### src/sv/psar_pkg.sv
// Shared types, constants and register codes for the parabolic SAR block.
`timescale 1ns / 1ps

package psar_pkg;

   // Field widths
   localparam int PRICE_W   = 32;
   localparam int ACCEL_W   = 16;
   localparam int WIN_W     = 8;
   localparam int TOL_REL_W = 16;
   localparam int TOL_ABS_W = 10;

   // Relative tolerance is in units of 2^-32
   localparam int TOL_SHIFT = 32;

   // Default fraction bits of the acceleration factor
   localparam int ACCEL_FRAC_DEF = 16;

   // Configuration port
   localparam int CSR_INDEX_W = 3;
   localparam int CSR_DATA_W  = 16;

   localparam logic [CSR_INDEX_W-1:0] REG_SEED_WINDOW  = 3'd0;
   localparam logic [CSR_INDEX_W-1:0] REG_ACCEL_START  = 3'd1;
   localparam logic [CSR_INDEX_W-1:0] REG_ACCEL_STEP   = 3'd2;
   localparam logic [CSR_INDEX_W-1:0] REG_ACCEL_LIMIT  = 3'd3;
   localparam logic [CSR_INDEX_W-1:0] REG_TOL_RELATIVE = 3'd4;
   localparam logic [CSR_INDEX_W-1:0] REG_TOL_ABSOLUTE = 3'd5;

   // Register reset values
   localparam logic [WIN_W-1:0]     SEED_WINDOW_RST  = 8'd1;
   localparam logic [ACCEL_W-1:0]   ACCEL_START_RST  = 16'd1311;
   localparam logic [ACCEL_W-1:0]   ACCEL_STEP_RST   = 16'd1311;
   localparam logic [ACCEL_W-1:0]   ACCEL_LIMIT_RST  = 16'd13107;
   localparam logic [TOL_REL_W-1:0] TOL_RELATIVE_RST = 16'd0;
   localparam logic [TOL_ABS_W-1:0] TOL_ABSOLUTE_RST = 10'd0;

   // Input bar
   typedef struct packed {
      logic                      series_start;
      logic signed [PRICE_W-1:0] bar_high;
      logic signed [PRICE_W-1:0] bar_low;
   } req_type;

   // Result
   typedef struct packed {
      logic signed [PRICE_W-1:0] sar_price;
      logic                      sar_valid;
      logic                      trend_falling;
   } rsp_type;

   // Configuration registers
   typedef struct packed {
      logic [WIN_W-1:0]     seed_window;
      logic [ACCEL_W-1:0]   accel_start;
      logic [ACCEL_W-1:0]   accel_step;
      logic [ACCEL_W-1:0]   accel_limit;
      logic [TOL_REL_W-1:0] tol_relative;
      logic [TOL_ABS_W-1:0] tol_absolute;
   } cfg_type;

   // Controller to datapath commands
   typedef struct packed {
      logic capture;   // take the bar, multiply |low| by the relative tolerance
      logic tol_hi;    // register tol(low), multiply |high|
      logic decide;    // trend, extreme and acceleration update
      logic project;   // multiply |delta| by the acceleration
      logic load;      // finish the SAR and load the result register
   } cmd_type;

endpackage

### src/sv/psar_csr.sv
// Configuration registers of the parabolic SAR block.
`timescale 1ns / 1ps

module psar_csr (
   input  logic                               clock,
   input  logic                               reset,
   input  logic                               csr_write_en,
   input  logic [psar_pkg::CSR_INDEX_W-1:0]   csr_index,
   input  logic [psar_pkg::CSR_DATA_W-1:0]    csr_wdata,
   output psar_pkg::cfg_type                  cfg
);

   psar_pkg::cfg_type cfg_ff, cfg_in;

   // Write decode; indexes past the list are dropped
   always_comb begin
      cfg_in = cfg_ff;
      if (csr_write_en) begin
         unique case (csr_index)
            psar_pkg::REG_SEED_WINDOW:
               cfg_in.seed_window = csr_wdata[psar_pkg::WIN_W-1:0];
            psar_pkg::REG_ACCEL_START:
               cfg_in.accel_start = csr_wdata[psar_pkg::ACCEL_W-1:0];
            psar_pkg::REG_ACCEL_STEP:
               cfg_in.accel_step = csr_wdata[psar_pkg::ACCEL_W-1:0];
            psar_pkg::REG_ACCEL_LIMIT:
               cfg_in.accel_limit = csr_wdata[psar_pkg::ACCEL_W-1:0];
            psar_pkg::REG_TOL_RELATIVE:
               cfg_in.tol_relative = csr_wdata[psar_pkg::TOL_REL_W-1:0];
            psar_pkg::REG_TOL_ABSOLUTE:
               cfg_in.tol_absolute = csr_wdata[psar_pkg::TOL_ABS_W-1:0];
            default: cfg_in = cfg_ff;
         endcase
      end
   end

   always_ff @(posedge clock) begin
      if (reset) begin
         cfg_ff.seed_window  <= psar_pkg::SEED_WINDOW_RST;
         cfg_ff.accel_start  <= psar_pkg::ACCEL_START_RST;
         cfg_ff.accel_step   <= psar_pkg::ACCEL_STEP_RST;
         cfg_ff.accel_limit  <= psar_pkg::ACCEL_LIMIT_RST;
         cfg_ff.tol_relative <= psar_pkg::TOL_RELATIVE_RST;
         cfg_ff.tol_absolute <= psar_pkg::TOL_ABSOLUTE_RST;
      end else begin
         cfg_ff <= cfg_in;
      end
   end

   assign cfg = cfg_ff;

endmodule

### src/sv/psar_ctrl.sv
// Sequencing controller of the parabolic SAR block.
`timescale 1ns / 1ps

module psar_ctrl (
   input  logic              clock,
   input  logic              reset,
   input  logic              req_valid,
   output logic              req_ready,
   output logic              rsp_valid,
   input  logic              rsp_ready,
   output psar_pkg::cmd_type cmd
);

   localparam logic [2:0] ST_IDLE    = 3'd0;
   localparam logic [2:0] ST_TOL_HI  = 3'd1;
   localparam logic [2:0] ST_DECIDE  = 3'd2;
   localparam logic [2:0] ST_PROJECT = 3'd3;
   localparam logic [2:0] ST_FINISH  = 3'd4;

   logic [2:0] state_ff, state_in;
   logic       rsp_valid_ff, rsp_valid_in;
   logic       out_free;

   // Result register may take a new value when empty or draining now
   assign out_free  = !rsp_valid_ff || rsp_ready;
   assign req_ready = (state_ff == ST_IDLE);

   // Next state and commands
   always_comb begin
      state_in = state_ff;
      cmd      = '0;
      unique case (state_ff)
         ST_IDLE: begin
            if (req_valid) begin
               cmd.capture = 1'b1;
               state_in    = ST_TOL_HI;
            end
         end
         ST_TOL_HI: begin
            cmd.tol_hi = 1'b1;
            state_in   = ST_DECIDE;
         end
         ST_DECIDE: begin
            cmd.decide = 1'b1;
            state_in   = ST_PROJECT;
         end
         ST_PROJECT: begin
            cmd.project = 1'b1;
            state_in    = ST_FINISH;
         end
         ST_FINISH: begin
            if (out_free) begin
               cmd.load = 1'b1;
               state_in = ST_IDLE;
            end
         end
         default: state_in = ST_IDLE;
      endcase
   end

   // Result valid flag
   always_comb begin
      priority if (cmd.load) begin
         rsp_valid_in = 1'b1;
      end else if (rsp_ready) begin
         rsp_valid_in = 1'b0;
      end else begin
         rsp_valid_in = rsp_valid_ff;
      end
   end

   always_ff @(posedge clock) begin
      if (reset) begin
         state_ff     <= ST_IDLE;
         rsp_valid_ff <= 1'b0;
      end else begin
         state_ff     <= state_in;
         rsp_valid_ff <= rsp_valid_in;
      end
   end

   assign rsp_valid = rsp_valid_ff;

endmodule

### src/sv/psar_datapath.sv
// Datapath of the parabolic SAR block: shared multiplier, trend state, result register.
`timescale 1ns / 1ps

module psar_datapath #(
   parameter int ACCEL_FRAC_BITS = psar_pkg::ACCEL_FRAC_DEF
) (
   input  logic              clock,
   input  logic              reset,
   input  psar_pkg::cmd_type cmd,
   input  psar_pkg::cfg_type cfg,
   input  psar_pkg::req_type req_data,
   output psar_pkg::rsp_type rsp_data
);

   localparam int PW     = psar_pkg::PRICE_W;
   localparam int AW     = psar_pkg::ACCEL_W;
   localparam int WW     = psar_pkg::WIN_W;
   localparam int TS     = psar_pkg::TOL_SHIFT;
   localparam int MAG_W  = PW + 1;
   localparam int PROD_W = MAG_W + AW;
   localparam int WIDE_W = PW + 4 + ((AW > ACCEL_FRAC_BITS) ? (AW - ACCEL_FRAC_BITS) : 0);

   localparam logic signed [PW-1:0] PMAX = {1'b0, {(PW-1){1'b1}}};
   localparam logic signed [PW-1:0] PMIN = {1'b1, {(PW-1){1'b0}}};

   // Sign extension of a price to the compare width
   function automatic logic signed [WIDE_W-1:0] widen(input logic signed [PW-1:0] v);
      widen = {{(WIDE_W-PW){v[PW-1]}}, v};
   endfunction

   // Magnitude of a price
   function automatic logic [MAG_W-1:0] mag_of(input logic signed [PW-1:0] v);
      logic [MAG_W-1:0] e;
      e = {v[PW-1], v};
      mag_of = v[PW-1] ? (~e + 1'b1) : e;
   endfunction

   // ceil(product / 2^32) + absolute tolerance
   function automatic logic signed [WIDE_W-1:0] tol_of(
      input logic [PROD_W-1:0]              p,
      input logic [psar_pkg::TOL_ABS_W-1:0] tabs
   );
      logic [WIDE_W-1:0] u;
      u = WIDE_W'(p[PROD_W-1:TS]) + WIDE_W'(|p[TS-1:0]) + WIDE_W'(tabs);
      tol_of = signed'(u);
   endfunction

   // Captured bar
   logic signed [PW-1:0] hi_ff, lo_ff;
   logic                 start_ff;

   // Shared multiplier
   logic [MAG_W-1:0]  mul_a;
   logic [AW-1:0]     mul_b;
   logic [PROD_W-1:0] prod_ff, prod_in;

   // Trend state
   logic                 falling_ff, falling_in;
   logic signed [PW-1:0] extreme_ff, extreme_in;
   logic [AW-1:0]        accel_ff, accel_in;
   logic signed [PW-1:0] last_sar_ff;
   logic signed [PW-1:0] last_high_ff, last_low_ff;
   logic signed [PW-1:0] seed_min_ff, seed_min_in;
   logic [WW-1:0]        bar_index_ff, bar_index_in;

   // Work registers between steps
   logic signed [WIDE_W-1:0] tol_lo_ff;
   logic                     seeding_ff, seed_hit_ff, use_max_ff, dneg_ff;
   logic signed [PW-1:0]     bound_ff, bound_in;
   logic                     use_max_in;
   logic [MAG_W-1:0]         dmag_ff, dmag_in;
   logic                     dneg_in;
   psar_pkg::rsp_type        rsp_ff;

   // Decide step signals
   logic [WW-1:0]            idx, win;
   logic                     seeding, seed_hit;
   logic signed [WIDE_W-1:0] lo_w, hi_w, prev_w, ext_w, seed_w, tol_hi;
   logic [AW:0]              grow_sum;
   logic [AW-1:0]            accel_grown;
   logic signed [PW-1:0]     base, max_hi, min_lo;
   logic signed [MAG_W-1:0]  delta;

   // Finish step signals
   logic [WIDE_W-1:0]        q;
   logic signed [WIDE_W-1:0] cand, bound_w, res;
   logic signed [PW-1:0]     sat, fin_sar;
   logic                     fin_valid;

   // Multiplier operand select
   always_comb begin
      mul_a = mag_of(hi_ff);
      mul_b = cfg.tol_relative;
      priority if (cmd.capture) begin
         mul_a = mag_of(req_data.bar_low);
      end else if (cmd.project) begin
         mul_a = dmag_ff;
         mul_b = accel_ff;
      end
   end

   assign prod_in = {{AW{1'b0}}, mul_a} * {{MAG_W{1'b0}}, mul_b};

   // Decide: seed scan, reversal test, new extreme and acceleration
   assign idx     = start_ff ? '0 : bar_index_ff;
   assign win     = (cfg.seed_window == '0) ? WW'(1) : cfg.seed_window;
   assign seeding = (idx < win);
   assign seed_hit = (idx == (win - WW'(1)));
   assign lo_w    = widen(lo_ff);
   assign hi_w    = widen(hi_ff);
   assign prev_w  = widen(last_sar_ff);
   assign ext_w   = widen(extreme_ff);
   assign seed_w  = widen(seed_min_ff);
   assign tol_hi  = tol_of(prod_ff, cfg.tol_absolute);

   assign grow_sum    = {1'b0, accel_ff} + {1'b0, cfg.accel_step};
   assign accel_grown = (grow_sum < {1'b0, cfg.accel_limit}) ? grow_sum[AW-1:0]
                                                             : cfg.accel_limit;
   assign max_hi = (hi_ff > last_high_ff) ? hi_ff : last_high_ff;
   assign min_lo = (lo_ff < last_low_ff) ? lo_ff : last_low_ff;

   always_comb begin
      seed_min_in = seed_min_ff;
      falling_in  = falling_ff;
      extreme_in  = extreme_ff;
      accel_in    = accel_ff;
      bound_in    = min_lo;
      use_max_in  = 1'b0;
      base        = last_sar_ff;

      // Seed low: a later low replaces the minimum only when clearly below
      priority if (idx == '0) begin
         seed_min_in = lo_ff;
      end else if (seeding && ((seed_w - lo_w) >= tol_lo_ff)) begin
         seed_min_in = lo_ff;
      end

      if (idx == '0) begin
         falling_in = 1'b0;
         extreme_in = hi_ff;
         accel_in   = cfg.accel_start;
      end

      if (!seeding) begin
         if (!falling_ff) begin
            if ((prev_w - lo_w) >= tol_lo_ff) begin
               // rising trend reverses
               falling_in = 1'b1;
               extreme_in = lo_ff;
               accel_in   = cfg.accel_start;
               bound_in   = max_hi;
               use_max_in = 1'b1;
               base       = extreme_ff;
            end else if ((hi_w - ext_w) >= tol_hi) begin
               extreme_in = hi_ff;
               accel_in   = accel_grown;
            end
         end else begin
            if ((hi_w - prev_w) >= tol_hi) begin
               // falling trend reverses
               falling_in = 1'b0;
               extreme_in = hi_ff;
               accel_in   = cfg.accel_start;
               base       = extreme_ff;
            end else begin
               bound_in   = max_hi;
               use_max_in = 1'b1;
               if ((ext_w - lo_w) >= tol_lo_ff) begin
                  extreme_in = lo_ff;
                  accel_in   = accel_grown;
               end
            end
         end
      end
   end

   // Step toward the extreme, split into sign and magnitude for the multiplier
   assign delta   = {extreme_in[PW-1], extreme_in} - {base[PW-1], base};
   assign dneg_in = delta[MAG_W-1];
   assign dmag_in = dneg_in ? MAG_W'(-delta) : MAG_W'(delta);

   assign bar_index_in = (idx < {WW{1'b1}}) ? (idx + WW'(1)) : idx;

   // Finish: round half away from zero, bound by bar extremes, saturate
   assign q = WIDE_W'(prod_ff >> ACCEL_FRAC_BITS) + WIDE_W'(prod_ff[ACCEL_FRAC_BITS-1]);
   assign cand    = dneg_ff ? (prev_w - signed'(q)) : (prev_w + signed'(q));
   assign bound_w = widen(bound_ff);

   always_comb begin
      if (use_max_ff) begin
         res = (cand > bound_w) ? cand : bound_w;
      end else begin
         res = (cand < bound_w) ? cand : bound_w;
      end
      priority if (res > widen(PMAX)) begin
         sat = PMAX;
      end else if (res < widen(PMIN)) begin
         sat = PMIN;
      end else begin
         sat = res[PW-1:0];
      end
   end

   assign fin_valid = !seeding_ff || seed_hit_ff;
   assign fin_sar   = seeding_ff ? (seed_hit_ff ? seed_min_ff : '0) : sat;

   // Trend state registers
   always_ff @(posedge clock) begin
      if (reset) begin
         falling_ff   <= 1'b0;
         extreme_ff   <= '0;
         accel_ff     <= psar_pkg::ACCEL_START_RST;
         last_sar_ff  <= '0;
         last_high_ff <= '0;
         last_low_ff  <= '0;
         seed_min_ff  <= '0;
         bar_index_ff <= '0;
      end else begin
         if (cmd.decide) begin
            falling_ff   <= falling_in;
            extreme_ff   <= extreme_in;
            accel_ff     <= accel_in;
            seed_min_ff  <= seed_min_in;
            last_high_ff <= hi_ff;
            last_low_ff  <= lo_ff;
            bar_index_ff <= bar_index_in;
         end
         if (cmd.load && fin_valid) begin
            last_sar_ff <= fin_sar;
         end
      end
   end

   // Payload and work registers; the product holds while the finish step waits
   always_ff @(posedge clock) begin
      if (cmd.capture || cmd.tol_hi || cmd.project) begin
         prod_ff <= prod_in;
      end
      if (cmd.capture) begin
         hi_ff    <= req_data.bar_high;
         lo_ff    <= req_data.bar_low;
         start_ff <= req_data.series_start;
      end
      if (cmd.tol_hi) begin
         tol_lo_ff <= tol_of(prod_ff, cfg.tol_absolute);
      end
      if (cmd.decide) begin
         seeding_ff  <= seeding;
         seed_hit_ff <= seed_hit;
         bound_ff    <= bound_in;
         use_max_ff  <= use_max_in;
         dmag_ff     <= dmag_in;
         dneg_ff     <= dneg_in;
      end
      if (cmd.load) begin
         rsp_ff.sar_price     <= fin_sar;
         rsp_ff.sar_valid     <= fin_valid;
         rsp_ff.trend_falling <= falling_ff;
      end
   end

   assign rsp_data = rsp_ff;

endmodule

### src/sv/parabolic_stop_and_reverse_unit.sv
// Top level of the parabolic stop-and-reverse block.
//
// Usage:
//   req_*  : one price bar per transfer (series_start, bar_high, bar_low).
//   rsp_*  : one result per bar (sar_price, sar_valid, trend_falling), in order.
//   csr_*  : register writes, one per cycle with csr_write_en high; write
//            only while no bar is in flight.
// Timing:
//   A bar is taken only when the block is idle, so the next bar is not
//   accepted until the last one has loaded its result; req_ready rises in
//   the same cycle that the result appears on rsp_valid. The single shared
//   multiplier works in turn on the tolerance of the low, the tolerance of
//   the high, then the projected step, each through the same unit; the decide
//   step comes before the projection and the finish step after it.
// Stall:
//   A finished result waits in the output register; the next bar is still
//   taken and worked on, and its finish step holds until the register drains.
// Reset:
//   Synchronous. Configuration and trend state registers return to their defaults,
//   the bar count restarts, no result is pending and req_ready is high in the next cycle.
`timescale 1ns / 1ps

module parabolic_stop_and_reverse_unit #(
   parameter int ACCEL_FRAC_BITS = psar_pkg::ACCEL_FRAC_DEF
) (
   input  logic                             clock,
   input  logic                             reset,
   input  logic                             req_valid,
   output logic                             req_ready,
   input  psar_pkg::req_type                req_data,
   output logic                             rsp_valid,
   input  logic                             rsp_ready,
   output psar_pkg::rsp_type                rsp_data,
   input  logic                             csr_write_en,
   input  logic [psar_pkg::CSR_INDEX_W-1:0] csr_index,
   input  logic [psar_pkg::CSR_DATA_W-1:0]  csr_wdata
);

   psar_pkg::cfg_type cfg;
   psar_pkg::cmd_type cmd;

   psar_csr u_csr (
      .clock        (clock),
      .reset        (reset),
      .csr_write_en (csr_write_en),
      .csr_index    (csr_index),
      .csr_wdata    (csr_wdata),
      .cfg          (cfg)
   );

   psar_ctrl u_ctrl (
      .clock     (clock),
      .reset     (reset),
      .req_valid (req_valid),
      .req_ready (req_ready),
      .rsp_valid (rsp_valid),
      .rsp_ready (rsp_ready),
      .cmd       (cmd)
   );

   psar_datapath #(
      .ACCEL_FRAC_BITS (ACCEL_FRAC_BITS)
   ) u_datapath (
      .clock    (clock),
      .reset    (reset),
      .cmd      (cmd),
      .cfg      (cfg),
      .req_data (req_data),
      .rsp_data (rsp_data)
   );

endmodule

### config.mk
export PLATFORM = sky130hd
export DESIGN_NAME = parabolic_stop_and_reverse_unit
export DESIGN_NICKNAME = d
export VERILOG_FILES = /design/src/sv/psar_pkg.sv /design/src/sv/psar_csr.sv /design/src/sv/psar_ctrl.sv /design/src/sv/psar_datapath.sv /design/src/sv/parabolic_stop_and_reverse_unit.sv
export SDC_FILE = /design/constraint.sdc
export NUM_CORES = 2
export LEC_CHECK = 0
export ABC_AREA = 1
export BUFFER_PORTS_ARGS = -buffer_cell sky130_fd_sc_hd__buf_2
export CAP_MARGIN = 10
export CORE_UTILIZATION = 45
export CTS_CLUSTER_SIZE = 25
export DETAILED_ROUTE_END_ITERATION = 10
export PLACE_DENSITY_LB_ADDON = 0.25
export SETUP_SLACK_MARGIN = 0.1
export SYNTH_ARGS = -nofsm -noshare
export SYNTH_HDL_FRONTEND = slang
export SYNTH_HIERARCHICAL = 1
export SYNTH_SLANG_ARGS = --single-unit
### constraint.sdc
create_clock -name clock -period 16.1 [get_ports clock]
set_clock_uncertainty 0.2 [all_clocks]
set_input_delay 0.805 -clock clock [delete_from_list [all_inputs] [get_ports clock]]
set_output_delay 0.805 -clock clock [all_outputs]
set_load 0.005 [all_outputs]
==> impl_metrics.json <==
{
  "die_h_um": 390.2,
  "met3_usage_pct": 9.232,
  "cts-hold-fix-buffers": 0,
  "finalNonFillerCells": 12260,
  "mostFrequentLayoutCell": "nand2_1",
  "finish.net_count": 11300,
  "grt_first_pass_wirelength_um": 429800,
  "tightest_slew_ps": 1318,
  "drtIter0Drc": 8801,
  "path_clk_slew_ps": 60,
  "core_area_mm2": 0.1498,
  "dr.pass1.iters": 7,
  "critPathBufInv": 8,
  "h-tree-depth": 3,
  "cts_made_buffers": 69,
  "netlist-cell-type-count": 68,
  "dp_hpwl_um": 238200,
  "layout_common_cells": "nand2_1 (2,816), inv_1 (1,663), nor2_1 (982)",
  "critPathLaunchType": "flip-flop",
  "viasPerCell": 5.747,
  "met1_usage_pct": 51.72,
  "tns_ps": 0,
  "grt-ovfl-total": 0,
  "grt_pass1_vias": 65050,
  "dp_cells": 12120,
  "pin_count": 125,
  "hold_viol_final": 0,
  "cts.sinks": 506,
  "cts_tree": "done",
  "max_freq_ghz": 0.09538,
  "die_w_um": 390.2,
  "syn_avg_cell_area_um2": 6.646,
  "drive_above_1_share_pct": 5.318,
  "critPathArrivalTime_ps": 10700,
  "worst_path_largest_cell_delay_ps": 600,
  "cts_root_buffer": "clkbuf_16",
  "regToRegSetupSlack_ps": 5620,
  "path_common_cell": "inv_1",
  "area_delta_synth_final_pct": 6.985,
  "grt.total_usage_pct": 38.41,
  "powerDensity_mw_per_mm2": 107.9,
  "io_buffers": 124,
  "wl_per_cell_um": 24.26,
  "cpLargestDelayFamily": "adder cells",
  "grtUsageMet2_pct": 57.43,
  "ys_warn_count": 6,
  "vias": 70460,
  "min_period_ps": 10480,
  "cp_max_fo": 13,
  "synth_edf_count": 235,
  "synth_nets": 11330,
  "hold_path_class": "in2reg",
  "async_flop_share_pct": 0,
  "syn_area_mm2": 0.06782,
  "insertion_delay_ps": 730,
  "num_rows": 142,
  "start_util_pct": 45.28,
  "ant_nets": 0,
  "drcViolationCount": 0,
  "final_max_slew_viol_count": 0,
  "syn_inst": 10210,
  "post-route-period-util_pct": 65.12,
  "status": "finished, final reports clean",
  "endpoint_kind": "flip-flop",
  "ctsResizeCount": 0,
  "setup_viol": 0,
  "irDropWorstVdd_mv": 0.08549,
  "relSlewSlack_pct": 11.50,
  "seq_area_frac_synth_pct": 18.40,
  "rsz0062_at_grt": "no",
  "synth-main-ff-cell": "dfxtp_1",
  "totalWireLength_um": 297400,
  "power.leakage_nw": 36.16,
  "busiest_layer": "met2",
  "drv_cap": 0,
  "synth_seq_cells": 506,
  "worstPathRequired_ps": 16320,
  "path_class": "reg2reg",
  "antenna_found_initial": 31,
  "dieArea_mm2": 0.1523,
  "slowest_stage": "inv_1",
  "place.gp.congestion": 1.079,
  "postCtsSetupBuffers": 0,
  "grt_start_max_net_pins": 96,
  "clock_path_buffers": 3
}
per-layer routing:
metal  routed length, µm  share of wire (%)
met2              124500                 42
met3               35740                 12
met4               17270                5.8
met1              119600                 40
met5                 250              0.084
flip-flops by register name (all words and copies together), names as in the netlist, 33 cells and up:
| name | count |
|---|---|
| u_datapath/rsp_data | 34 |
| u_datapath/dmag_ff | 33 |
| u_datapath/prod_ff | 49 |
| u_csr/cfg | 82 |
logic make-up after synthesis:
| logic type | after synthesis | share of synthesized area, % |
|---|---|---|
| buffers and inverters | 2007 | 11.60 |
| flip-flops | 506 | 18.40 |
| multiplexers | 6 | 0.08856 |
| XOR/XNOR | 322 | 4.158 |
| AO/OA/AOI/OAI | 1414 | 11.47 |
| AND/OR/NAND/NOR | 4916 | 30.31 |
| adder cells (fa/ha/maj) | 1034 | 23.97 |
final timing paths:
check / start / endpoint / depth (start not counted)
min reg2reg: u_csr/cfg[34] / u_csr/cfg[34] / 2
max: u_datapath/hi_ff[0] / u_datapath/prod_ff[45] / 40
min: req_data[41] / u_datapath/hi_ff[9] / 1
max reg2reg: u_datapath/hi_ff[0] / u_datapath/prod_ff[45] / 40
cells in the mapped netlist (200+ instances only):
cell type / n / share of area [%]
nand3_1: 607 / 4.5
xor2_1: 233 / 3.0
inv_1: 1665 / 9.2
clkbuf_1: 200 / 1.1
edfxtp_1: 235 / 10
nand2_1: 2817 / 16
ha_1: 592 / 11
fa_1: 442 / 13
dfxtp_1: 271 / 8.0
a21oi_1: 651 / 4.8
o21ai_0: 436 / 3.2
nor2_1: 986 / 5.5
power breakdown:
group	total (mW)	leakage, nW	internal (mW)	switching, mW
sequential	1.76	4.43	1.57	0.191
clock	1.57	1.11	0.879	0.695
combinational	4.49	30.6	1.37	3.12
layout make-up:
class / count / area (µm²)
diodes: 13 / 32.53
clock buffers: 97 / 1942
clock inverters: 30 / 362.8
fillers: 15600 / 77220
inverters: 1691 / 6355
multi-input cells: 7692 / 47560
flip-flops and latches: 506 / 12480
well taps: 2016 / 2522
repair buffers: 214 / 1299
per-stage QoR:
step	hold slack, ps	setup slack (ps)	util [%]	cell area [µm²]	power, mW
2_1_floorplan	228.9	5224	-	67820	4.703
3_3_place_gp	243.3	5872	46.88	70220	6.089
3_5_place_dp	246.3	5790	46.88	70220	6.126
4_1_cts	5.693	5877	48.42	72520	7.715
5_1_grt	41.78	5229	48.43	72530	8.285
6_report	50.23	5615	48.44	72560	7.826
(Power assumes the default switching activity.)
